## src/hw/rtl/tsd_pkg.sv

```systemverilog
// ----------------------------------------------------------------------------
// tsd_pkg
// Shared constants, codes and controller/datapath interface types for the
// topic subscription dispatch block.
// ----------------------------------------------------------------------------
package tsd_pkg;

  localparam int unsigned TOPICS_DEF      = 256;
  localparam int unsigned SUBSCRIBERS_DEF = 8;

  localparam int unsigned MAX_MATCH   = 8;
  localparam int unsigned MATCH_CNT_W = 4;
  localparam int unsigned MATCH_IDX_W = 3;

  localparam int unsigned OP_W      = 2;
  localparam int unsigned STATUS_W  = 2;
  localparam int unsigned TOPIC_W   = 16;
  localparam int unsigned SUB_W     = 3;
  localparam int unsigned TAG_W     = 8;
  localparam int unsigned PAYLOAD_W = 32;
  localparam int unsigned GROUP_W   = 8;
  localparam int unsigned TDATA_W   = 64;

  // entry word: [16] free, [15:8] group, [7:0] handler tag
  localparam int unsigned ENTRY_W = 1 + GROUP_W + TAG_W;

  localparam logic [OP_W-1:0] OP_SUB   = 2'd0;
  localparam logic [OP_W-1:0] OP_UNSUB = 2'd1;
  localparam logic [OP_W-1:0] OP_PUB   = 2'd2;

  localparam logic [STATUS_W-1:0] ST_ACCEPT  = 2'd0;
  localparam logic [STATUS_W-1:0] ST_REJECT  = 2'd1;
  localparam logic [STATUS_W-1:0] ST_DELIVER = 2'd2;
  localparam logic [STATUS_W-1:0] ST_NOSUB   = 2'd3;

  typedef struct packed {
    logic                capture;
    logic                clr_wr;
    logic                rd_entry;
    logic                wr_sub;
    logic                wr_free;
    logic                scan_start;
    logic                scan_step;
    logic                load_res;
    logic [STATUS_W-1:0] res_status;
    logic                emit_step;
  } cmd_t;

  typedef struct packed {
    logic [OP_W-1:0] op;
    logic            range_ok;
    logic            idx_ok;
    logic            entry_free;
    logic            scan_last;
    logic            mcnt_zero;
    logic            emit_last;
    logic            out_free;
    logic            clr_last;
  } sts_t;

endpackage

```

## src/hw/rtl/tsd_ctrl.sv

```systemverilog
// ----------------------------------------------------------------------------
// tsd_ctrl
// Sequencer: table clear after reset, decode, subscribe check, scan, emit.
// ----------------------------------------------------------------------------
module tsd_ctrl (
  input  logic          clk_i,
  input  logic          rst_ni,
  input  logic          in_valid_i,
  output logic          in_ready_o,
  input  tsd_pkg::sts_t sts_i,
  output tsd_pkg::cmd_t cmd_o
);

  localparam logic [2:0] S_CLR  = 3'd0;
  localparam logic [2:0] S_IDLE = 3'd1;
  localparam logic [2:0] S_DEC  = 3'd2;
  localparam logic [2:0] S_CHK  = 3'd3;
  localparam logic [2:0] S_SCAN = 3'd4;
  localparam logic [2:0] S_FIN  = 3'd5;
  localparam logic [2:0] S_RESP = 3'd6;
  localparam logic [2:0] S_EMIT = 3'd7;

  logic [2:0]                   state_q, state_d;
  logic [tsd_pkg::STATUS_W-1:0] res_q, res_d;

  assign in_ready_o = (state_q == S_IDLE);

  always_comb begin
    state_d = state_q;
    res_d   = res_q;
    cmd_o   = '0;
    case (state_q)
      S_CLR: begin
        cmd_o.clr_wr = 1'b1;
        if (sts_i.clr_last) begin
          state_d = S_IDLE;
        end
      end
      S_IDLE: begin
        if (in_valid_i) begin
          cmd_o.capture = 1'b1;
          state_d       = S_DEC;
        end
      end
      S_DEC: begin
        state_d = S_RESP;
        res_d   = tsd_pkg::ST_REJECT;
        case (sts_i.op)
          tsd_pkg::OP_SUB: begin
            if (sts_i.range_ok) begin
              cmd_o.rd_entry = 1'b1;
              state_d        = S_CHK;
            end
          end
          tsd_pkg::OP_UNSUB: begin
            if (sts_i.range_ok) begin
              cmd_o.wr_free = 1'b1;
              res_d         = tsd_pkg::ST_ACCEPT;
            end
          end
          tsd_pkg::OP_PUB: begin
            if (sts_i.idx_ok) begin
              cmd_o.scan_start = 1'b1;
              state_d          = S_SCAN;
            end else begin
              res_d = tsd_pkg::ST_NOSUB;
            end
          end
          default: begin
            res_d = tsd_pkg::ST_REJECT;
          end
        endcase
      end
      S_CHK: begin
        state_d = S_RESP;
        if (sts_i.entry_free) begin
          cmd_o.wr_sub = 1'b1;
          res_d        = tsd_pkg::ST_ACCEPT;
        end else begin
          res_d = tsd_pkg::ST_REJECT;
        end
      end
      S_SCAN: begin
        cmd_o.scan_step = 1'b1;
        if (sts_i.scan_last) begin
          state_d = S_FIN;
        end
      end
      S_FIN: begin
        if (sts_i.mcnt_zero) begin
          res_d   = tsd_pkg::ST_NOSUB;
          state_d = S_RESP;
        end else begin
          state_d = S_EMIT;
        end
      end
      S_RESP: begin
        cmd_o.res_status = res_q;
        if (sts_i.out_free) begin
          cmd_o.load_res = 1'b1;
          state_d        = S_IDLE;
        end
      end
      S_EMIT: begin
        cmd_o.res_status = tsd_pkg::ST_DELIVER;
        if (sts_i.out_free) begin
          cmd_o.load_res  = 1'b1;
          cmd_o.emit_step = 1'b1;
          if (sts_i.emit_last) begin
            state_d = S_IDLE;
          end
        end
      end
      default: begin
        state_d = S_IDLE;
      end
    endcase
  end

  always_ff @(posedge clk_i or negedge rst_ni) begin
    if (!rst_ni) begin
      state_q <= S_CLR;
      res_q   <= tsd_pkg::ST_ACCEPT;
    end else begin
      state_q <= state_d;
      res_q   <= res_d;
    end
  end

`ifndef SYNTHESIS
  a_load_when_free: assert property (@(posedge clk_i) disable iff (!rst_ni)
    cmd_o.load_res |-> sts_i.out_free)
    else $error("result loaded over an untaken word");

  a_sub_then_accept: assert property (@(posedge clk_i) disable iff (!rst_ni)
    cmd_o.wr_sub |=> (state_q == S_RESP) && (res_q == tsd_pkg::ST_ACCEPT))
    else $error("subscribe write without accept result");

  a_emit_nonempty: assert property (@(posedge clk_i) disable iff (!rst_ni)
    (state_q == S_EMIT) |-> !sts_i.mcnt_zero)
    else $error("emit with no recorded match");
`endif

endmodule

```

## config.mk

```make
export PLATFORM = sky130hd
export DESIGN_NAME = tsd_ctrl
export DESIGN_NICKNAME = d
export VERILOG_FILES = /design/src/hw/rtl/tsd_pkg.sv /design/src/hw/rtl/tsd_ctrl.sv
export SDC_FILE = /design/constraint.sdc
export NUM_CORES = 1
export LEC_CHECK = 0
export BUFFER_PORTS_ARGS = -buffer_cell sky130_fd_sc_hd__buf_4
export CAP_MARGIN = 20
export CORE_MARGIN = 5
export CORE_UTILIZATION = 34
export CTS_BUF_LIST = sky130_fd_sc_hd__clkbuf_4 sky130_fd_sc_hd__clkbuf_8 sky130_fd_sc_hd__clkbuf_16
export CTS_CLUSTER_SIZE = 14
export DETAILED_ROUTE_END_ITERATION = 16
export PLACE_DENSITY = 0.73
export SYNTH_ARGS = -nofsm -noshare
export SYNTH_HDL_FRONTEND = slang
export SYNTH_SLANG_ARGS = --single-unit
```

## constraint.sdc

```tcl
create_clock -name clk_i -period 2.9 [get_ports clk_i]
set_input_delay 0.145 -clock clk_i [delete_from_list [all_inputs] [get_ports clk_i]]
set_output_delay 0.145 -clock clk_i [all_outputs]
set_load 0.05 [all_outputs]
```

==> results of run 1 <==
-- logic make-up (layout without fill, tap and decap cells) --
family                   after synthesis  count (layout)
flip-flops                             5               5
AND/OR/NAND/NOR                       32              32
AO/OA/AOI/OAI                         15              15
adder cells (fa/ha/maj)                3               3
buffers and inverters                  9              33
-- flip-flops by register name (all words and copies together), names as in the netlist --
signal,count
res_q,2
state_q,3
-- cells in the mapped netlist (2+ instances only) --
library cell	number	area [µm²]
nor3_1	7	35.03
nand2_1	6	22.52
dfrtp_1	5	125.1
buf_2	4	20.02
inv_1	4	15.01
nand2b_1	4	25.02
nor2b_1	4	25.02
and2_1	3	18.77
ha_1	3	37.54
o21ai_0	3	15.01
o31ai_1	3	22.52
nor2_1	2	7.510
nor3b_1	2	15.01
-- routing by layer --
layer  wire [µm]  vias to the layer above  track usage (%)
li1            -                      278                -
met1         518                      231            11.52
met5           0                        -                0
met2         536                       16            14.35
met4           0                        0            2.765
met3         105                        0            5.199
-- worst reg2reg max path, cell delays in order (launching register included) --
cell	delay, ps
dfrtp_1	570
and3b_1	340
a31oi_1	50
a221o_1	340
-- power by group through the flow --
stage	sequential, mW	clock, mW	combinational (mW)
floorplan	0.124	0	0.419
global placement	0.204	0	0.425
detailed placement	0.204	0	0.427
CTS	0.203	0.0908	0.430
global route	0.219	0.0923	0.457
finish	0.203	0.0878	0.426
-- final timing paths --
| path | startpoint | endpoint | cells past startpoint |
|---|---|---|---|
| worst max-delay path | state_q[0] | cmd_o[10] | 4 |
| worst min-delay path | sts_i[6] | res_q[1] | 2 |
| worst max register to register | state_q[1] | state_q[0] | 3 |
| worst min register to register | res_q[0] | res_q[0] | 2 |
| max in group asynchronous | rst_ni | state_q[2] | 2 |
| min in group asynchronous | rst_ni | state_q[1] | 2 |
-- through the flow --
stage          instance area [µm²]  hold WS [ps]
3_5_place_dp                 669.4        -53.88
4_1_cts                      709.4         114.0
2_1_floorplan                501.7        -150.6
5_1_grt                      709.4         119.8
6_report                     709.4         117.9
3_3_place_gp                 669.4        -52.26
-- layout make-up --
cell class              count  area, µm²  share of cell area [%]
repair buffers             25      190.2                   26.81
multi-input cells          50      330.3                   46.56
clock buffers               4      30.03                   4.233
well taps                  15      18.77                   2.646
inverters                   4      15.01                   2.116
flip-flops and latches      5      125.1                   17.64
-- placed cells by master, fill, tap and decap left out, drive strengths merged, types with 2 or more instances in the layout --
| master | Yosys | routed |
|---|---|---|
| nor3 | 7 | 7 |
| nand2b | 5 | 5 |
| dfrtp | 5 | 5 |
| o31ai | 3 | 3 |
| o21ai | 3 | 3 |
| nand2 | 6 | 6 |
| nor3b | 2 | 2 |
| ha | 3 | 3 |
| nor2 | 2 | 2 |
| and2 | 3 | 3 |
| inv | 4 | 4 |
| nor2b | 4 | 4 |
| clkbuf | 0 | 4 |
| buf | 5 | 24 |
==> out/qor.txt, run 1 <==
outcome = complete, no violations
sequential fraction of the synthesis area = 24.94%
largest net degree at the start of global routing = 20
sequential share of power = 28.3%
switching share of power = 52.43%
post-synthesis adder-cell area fraction = 7.481%
clock sink count = 5
Combinational Power Share = 59.5%
worst rel slew slack = 64.17%
final setup margin = 1217 ps
GRT Residual Overflow = 0
Starting Density = 37.16%
DP HPWL = 925.1 µm
Fmax = 0.5943 GHz
# H-tree levels = 1
syn avg cell area = 7.840 µm²
CTS buffer count = 3
CP max stage cell = dfrtp_1
vias = 525
Reg clk slew, reported paths = 50 ps
clk buf depth = 2
number of synthesized flops with an enable pin = 0
fin crit period = 1683 ps
drt first pass iters = 2
Netlist Area Pre-Place = 501.7 µm²
final hold vios = 0
Syn-to-layout area delta = 41.40%
multiplexer share of the synthesized area = 0%
vias per cell = 5.097
initial antenna violation count = 0
antenna cell count = 0
worst skew pair latency = 240 ps
Compound-Gate Fraction of Synth Area = 21.95%
GRT Overall Usage = 9.533%
required time worst endpoint = 2760 ps
core area = 0.001350 mm²
first-pass GRT wire length = 1863 µm
remaining antenna violation count = 0
family with the most delay on the worst path = flip-flops
Cell variety after synth = 27
reg2reg setup slack = 1480 ps
synth warn = 0
1st-iter DRT viols = 5
TritonCTS clock tree = yes
nets = 105
combinational family with the most area after synthesis = simple AND/OR/NAND/NOR gates
IO buf count = 24
ys async rst share = 100.0%
setup TNS = 0 ps
net load switching power = 376.1 µW
vias in the first global route = 439
Worst setup SP type = flop
HP Class = in2reg
Final Util = 52.55%
ys flop type = dfrtp_1
Max VDD drop = 0.3514 mV
CP max stage delay = 620 ps
Worst Setup Path Type = reg2out
Resize count post-CTS = 0
dpl cells = 98
Final Wtd Congestion = 0.7306
Avg WL per Cell = 11.26 µm
Die Span Y = 48.42 µm
Clk network pwr share = 12.2%
static leakage = 0.3431 nW
Setup Buffers After CTS = 0
power per cell area = 1011 mW/mm²
# fillers = 132
fin crit share = 58.02%
Post-Synth Simple-Gate Area = 36.41%
max_cap viols = 0
Layout Skew = 7.520 ps
critical path peak fanout = 17
Worst Path Buf+Inv = 2
Top-Level Pins = 25
final wirelength = 1160 µm
RSZ-0062 raised after global routing = no
row cnt = 13
Pint = 341.2 µW
share of cells above drive strength 1 = 34.09%
CP Capture Type = output pin
drt drc = 0
Die W = 48.42 µm
cell count after synthesis = 64
Hold Buf Count CTS = 1
worst path cell trace = inv_1 -> nor3_1 -> and2_1 -> buf_4
die footprint = 0.002344 mm²
Place WS = 1459 ps
syn nets = 80
Slew Viols, Final = 0
CTS root buffer = clkbuf_4
Setup violations, final = 0
Yosys reg bits = 5
non-filler cells, final = 103
Worst-Margin Slew = 537.5 ps
Total Power = 717.3 µW
CP arrival = 1540 ps
post-synthesis xor/xnor area fraction = 0%
No activity file was read; power rests on OpenSTA's default activity.
==> inputs of run 2 (changes only) <==
PLACE_DENSITY = 0.76   (was 0.73)
clock period = 1.4 ns   (was 2.9 ns; I/O delays follow)
==> run 2 against run 1 <==
  * Worst setup slack got worse by 1200 ps
  * Sequential power increased by 64%
  * Power grew to 2.8 times the previous value
  * Critical path depth stayed put
  * Largest power group unchanged
  * Global-route usage up 3.5 points
==> out/qor.txt, run 2 (synthesized netlist as in run 1, its figures left out) <==
initial antenna violation count = 0
GRT Residual Overflow = 0
CP Capture Type = output pin
family with the most delay on the worst path = flip-flops
final wirelength = 1622 µm
Final Util = 67.01%
design area = 904.6 µm²
antenna cell count = 0
TritonCTS clock tree = yes
Worst Path Buf+Inv = 2
Starting Density = 37.16%
Top-Level Pins = 25
dpl cells = 105
worst skew pair latency = 240 ps
HP Class = in2reg
Avg WL per Cell = 14.10 µm
hold_sp = sts_i[6]
Worst setup SP type = flop
DP HPWL = 1190 µm
nets = 117
Reg clk slew, reported paths = 50 ps
Slew Viols, Final = 0
Largest register FFs = 3
CTS buffer count = 3
power per cell area = 2245 mW/mm²
commonest cells after routing, fill and taps aside = 27 x buf_4, 8 x buf_6, 6 x nand2_1
r2r worst-path depth = 4
fin crit share = 98.72%
die footprint = 0.002344 mm²
core area = 0.001350 mm²
hold slack final = 32.18 ps
worst path cell trace = buf_6 -> nor3_4 -> and2_4 -> buf_8
Worst Setup SP = state_q[2]
Hold Path Stages = 2
Layout Skew = 5.951 ps
GRT Overall Usage = 13.07%
reg2reg setup slack = 60 ps
Top reg by flops = state_q
outcome = complete, no violations
Die Span Y = 48.42 µm
share of cells above drive strength 1 = 57.00%
critical path peak fanout = 7
reg-to-reg startpoint = state_q[1]
Die W = 48.42 µm
Final Wtd Congestion = 0.7728
vias in the first global route = 626
CTS root buffer = clkbuf_4
RSZ-0062 raised after global routing = yes
most common cell after layout, fill and taps aside = buf_4
cell depth of the worst setup path = 4
CP max stage cell = dfrtp_2
drt drc = 0
worst rel slew slack = 79.53%
max_cap viols = 0
largest net degree at the start of global routing = 10
clk buf depth = 2
Post-Place Cell Area = 767.0 µm²
non-filler cells, final = 115
required time worst endpoint = 1330 ps
row cnt = 13
vias = 621
Largest regs = state_q (3), res_q (2)
IO buf count = 24
Worst-Margin Slew = 304.4 ps
drt first pass iters = 2
Syn-to-layout area delta = 80.30%
Max VDD drop = 0.9067 mV
final hold vios = 0
remaining antenna violation count = 0
1st-iter DRT viols = 9
Setup violations, final = 0
static leakage = 0.4261 nW
# H-tree levels = 1
CP arrival = 1310 ps
CP max stage delay = 440 ps
Worst Setup Path Type = reg2out
Place WS = 59.30 ps
fin crit period = 1382 ps
final setup margin = 17.97 ps
clock sink count = 5
first-pass GRT wire length = 2566 µm
vias per cell = 5.400
Fmax = 0.7236 GHz
[run 2: cell count changes in the layout (fill, tap and decap cells not counted), moves of 3 or more]
cell | previous run | this run
dfrtp_2 | 0 | 3
dfrtp_1 | 5 | 2
nor3_2 | 0 | 3
nor3_1 | 7 | 2
buf_4 | 24 | 27
buf_6 | 0 | 8
[run 2: routing by layer]
metal | vias to the layer above | GRT usage (%) | wire length (µm) | part of all wire [%]
li1 | 299 | - | - | -
met1 | 293 | 13.57 | 613 | 38
met2 | 23 | 23.48 | 865 | 53
met3 | 6 | 2.446 | 108 | 6.7
met4 | 0 | 8.295 | 35 | 2.2
met5 | - | 0 | 0 | 0
[run 2: worst paths after layout]
kind,to
min,res_q[1]
max in group asynchronous,state_q[1]
min in group asynchronous,state_q[0]
min reg2reg,res_q[1]
max reg2reg,state_q[0]
max,cmd_o[10]
[run 2: what timing repair did]
| item | 4_1_cts | 5_1_grt |
|---|---|---|
| hold buffers | 1 | 0 |
| endpoints found under the hold margin | 5 | 0 |
| pin swaps | 1 | 3 |
| resized for setup | 5 | 15 |
| setup endpoints to repair | 8 | 5 |
| buffers inserted | 3 | 2 |
[run 2: cell type report]
class	count	area, µm²
fill	127	445.4
inverter	4	15.01
clock buffer	4	30.03
multi-input combinational	50	394.1
timing repair buffer	37	317.8
sequential	5	128.9
tap	15	18.77
[run 2: power by group]
part	switching (mW)	internal, mW
sequential	0.106	0.227
clock	0.0602	0.127
combinational	0.824	0.687
total	0.990	1.04
[run 2: stage by stage]
stage          total power, mW  TNS (ps)
3_3_place_gp             1.573         0
5_1_grt                  2.155    -80.36
2_1_floorplan            1.246     -1564
4_1_cts                  1.897         0
3_5_place_dp             1.603         0
6_report                 2.031         0
==> inputs of run 3 (changes only) <==
BUFFER_PORTS_ARGS = -buffer_cell sky130_fd_sc_hd__clkbuf_2   (was -buffer_cell sky130_fd_sc_hd__buf_4)
==> run 3 against run 2 <==
  * Global-route usage grew 0.17 points
  * First-iteration DRC count rose by 89%
  * Core utilization shrank 2.4 points
  * Sequential share of layout area grew 0.53 points
  * Die area did not move
  * Worst setup slack better by 23 ps
  * Worst hold slack improved by 13 ps
  * Via count up 0.97%
  * Clock-buffer cell count unchanged
  * Highest routed layer unchanged
==> out/qor.txt, run 3 (synthesized netlist as in run 1, its figures left out) <==
# fillers = 112
vias in the first global route = 625
GRT busiest layer = met2
net load switching power = 986.9 µW
Die Span Y = 48.42 µm
met1 GRT Util = 14.63%
FF+latch area = 128.9 µm²
Pint = 1.037 mW
DP HPWL = 1162 µm
CTS root buffer = clkbuf_4
GRT Overall Usage = 13.24%
Starting Density = 37.16%
Fmax = 0.7357 GHz
Avg WL per Cell = 13.21 µm
Largest register FFs = 3
Reg clk slew, reported paths = 50 ps
first-pass GRT wire length = 2553 µm
TritonCTS clock tree = yes
CTS buffer count = 3
nets = 120
Hold Path End = res_q[1]
Slew Viols, Final = 0
remaining antenna violation count = 0
vias = 627
antenna cell count = 0
Layout Skew = 6.136 ps
Worst setup SP type = flop
Largest regs = state_q (3), res_q (2)
Setup violations, final = 0
met3 Use GR = 0.9174%
Multi-input gate area = 391.6 µm²
fin crit period = 1359 ps
Die W = 48.42 µm
Max VDD drop = 0.9712 mV
required time worst endpoint = 1330 ps
HP Class = in2reg
reg-to-reg startpoint = state_q[1]
vias per cell = 5.314
sequential share of power = 16.6%
Hold Path Stages = 2
Worst Setup Path Type = reg2out
row cnt = 13
Syn-to-layout area delta = 73.82%
Final Wtd Congestion = 0.7851
# H-tree levels = 1
final hold vios = 0
commonest cells after routing, fill and taps aside = 17 x buf_4, 13 x clkbuf_2, 5 x nand2_1, 5 x clkbuf_4
drt first pass iters = 4
CP Capture Type = output pin
share of cells above drive strength 1 = 58.25%
static leakage = 0.4281 nW
R2R Path End = state_q[0]
worst skew pair latency = 240 ps
Top reg by flops = state_q
switching share of power = 48.76%
Worst-Margin Slew = 280.2 ps
initial antenna violation count = 0
critical path peak fanout = 6
drt drc = 0
Final Util = 64.60%
fin crit share = 97.09%
Combinational Power Share = 74.2%
RSZ-0062 raised after global routing = yes
r2r worst-path depth = 4
setup TNS = 0 ps
largest net degree at the start of global routing = 9
Top-Level Pins = 25
worst rel slew slack = 81.08%
GRT Residual Overflow = 0
1st-iter DRT viols = 17
clk buf depth = 2
most common cell after layout, fill and taps aside = buf_4
CP arrival = 1290 ps
core area = 0.001350 mm²
Clk network pwr share = 9.1%
hold_sp = sts_i[6]
die footprint = 0.002344 mm²
IO buf count = 24
outcome = complete, no violations
final wirelength = 1559 µm
power per cell area = 2321 mW/mm²
met2 Resource Use GR = 23.26%
max_cap viols = 0
reg2reg setup slack = 40 ps
clock sink count = 5
run 3: cell count changes in the layout (fill, tap and decap cells not counted), sizes merged:
cell	delta
clkbuf	+14
buf	-11
run 3: cell type report:
type | instances | area share, %
flip-flops and latches | 5 | 14.78
well taps | 15 | 2.152
clock buffers | 4 | 3.443
inverters | 4 | 1.722
repair buffers | 40 | 33.00
multi-input cells | 50 | 44.91
run 3: worst max-delay path, cell delays in order, from the launching register on:
cell,delay [ps]
dfrtp_2,430
buf_6,140
nor3_4,180
and2_4,160
buf_8,130
run 3: timing repair:
item,4_1_cts,5_1_grt
resized for setup,11,15
endpoints found under the setup margin,13,12
pin swaps,2,1
buffers inserted,7,1
hold endpoints to repair,5,0
hold buffers,1,0
run 3: worst max-delay path by stage:
stage	start	end	depth (start not counted)
finish	state_q[1]	cmd_o[10]	4
global route	state_q[1]	state_q[0]	4
CTS	state_q[0]	cmd_o[2]	4
detailed placement	state_q[1]	state_q[0]	3
global placement	state_q[1]	state_q[0]	3
floorplan	state_q[2]	cmd_o[5]	3
run 3: power by group through the flow:
stage               sequential (mW)  combinational (mW)  clock, mW
floorplan                     0.258               0.989          0
global placement              0.360                1.19          0
detailed placement            0.366                1.22          0
CTS                           0.330                1.45      0.189
global route                  0.351                1.60      0.200
finish                        0.336                1.50      0.185
run 3: metal layers:
layer | routed length, µm | vias to the layer above
li1 | - | 309
met1 | 618 | 289
met2 | 808 | 27
met3 | 112 | 2
met4 | 19 | 0
met5 | 0 | -
run 3: stage by stage:
step           total power [mW]  instances  area (µm²)  worst slack (ps)  hold WS [ps]
3_3_place_gp              1.549        105       721.9             60.54        -108.9
6_report                  2.024        118       872.1             40.74         44.82
2_1_floorplan             1.246         64       546.8            -408.7        -225.6
3_5_place_dp              1.583        105       721.9             4.615        -108.9
5_1_grt                   2.150        118       872.1            -5.694         46.59
4_1_cts                   1.973        117       845.8             9.248         34.03
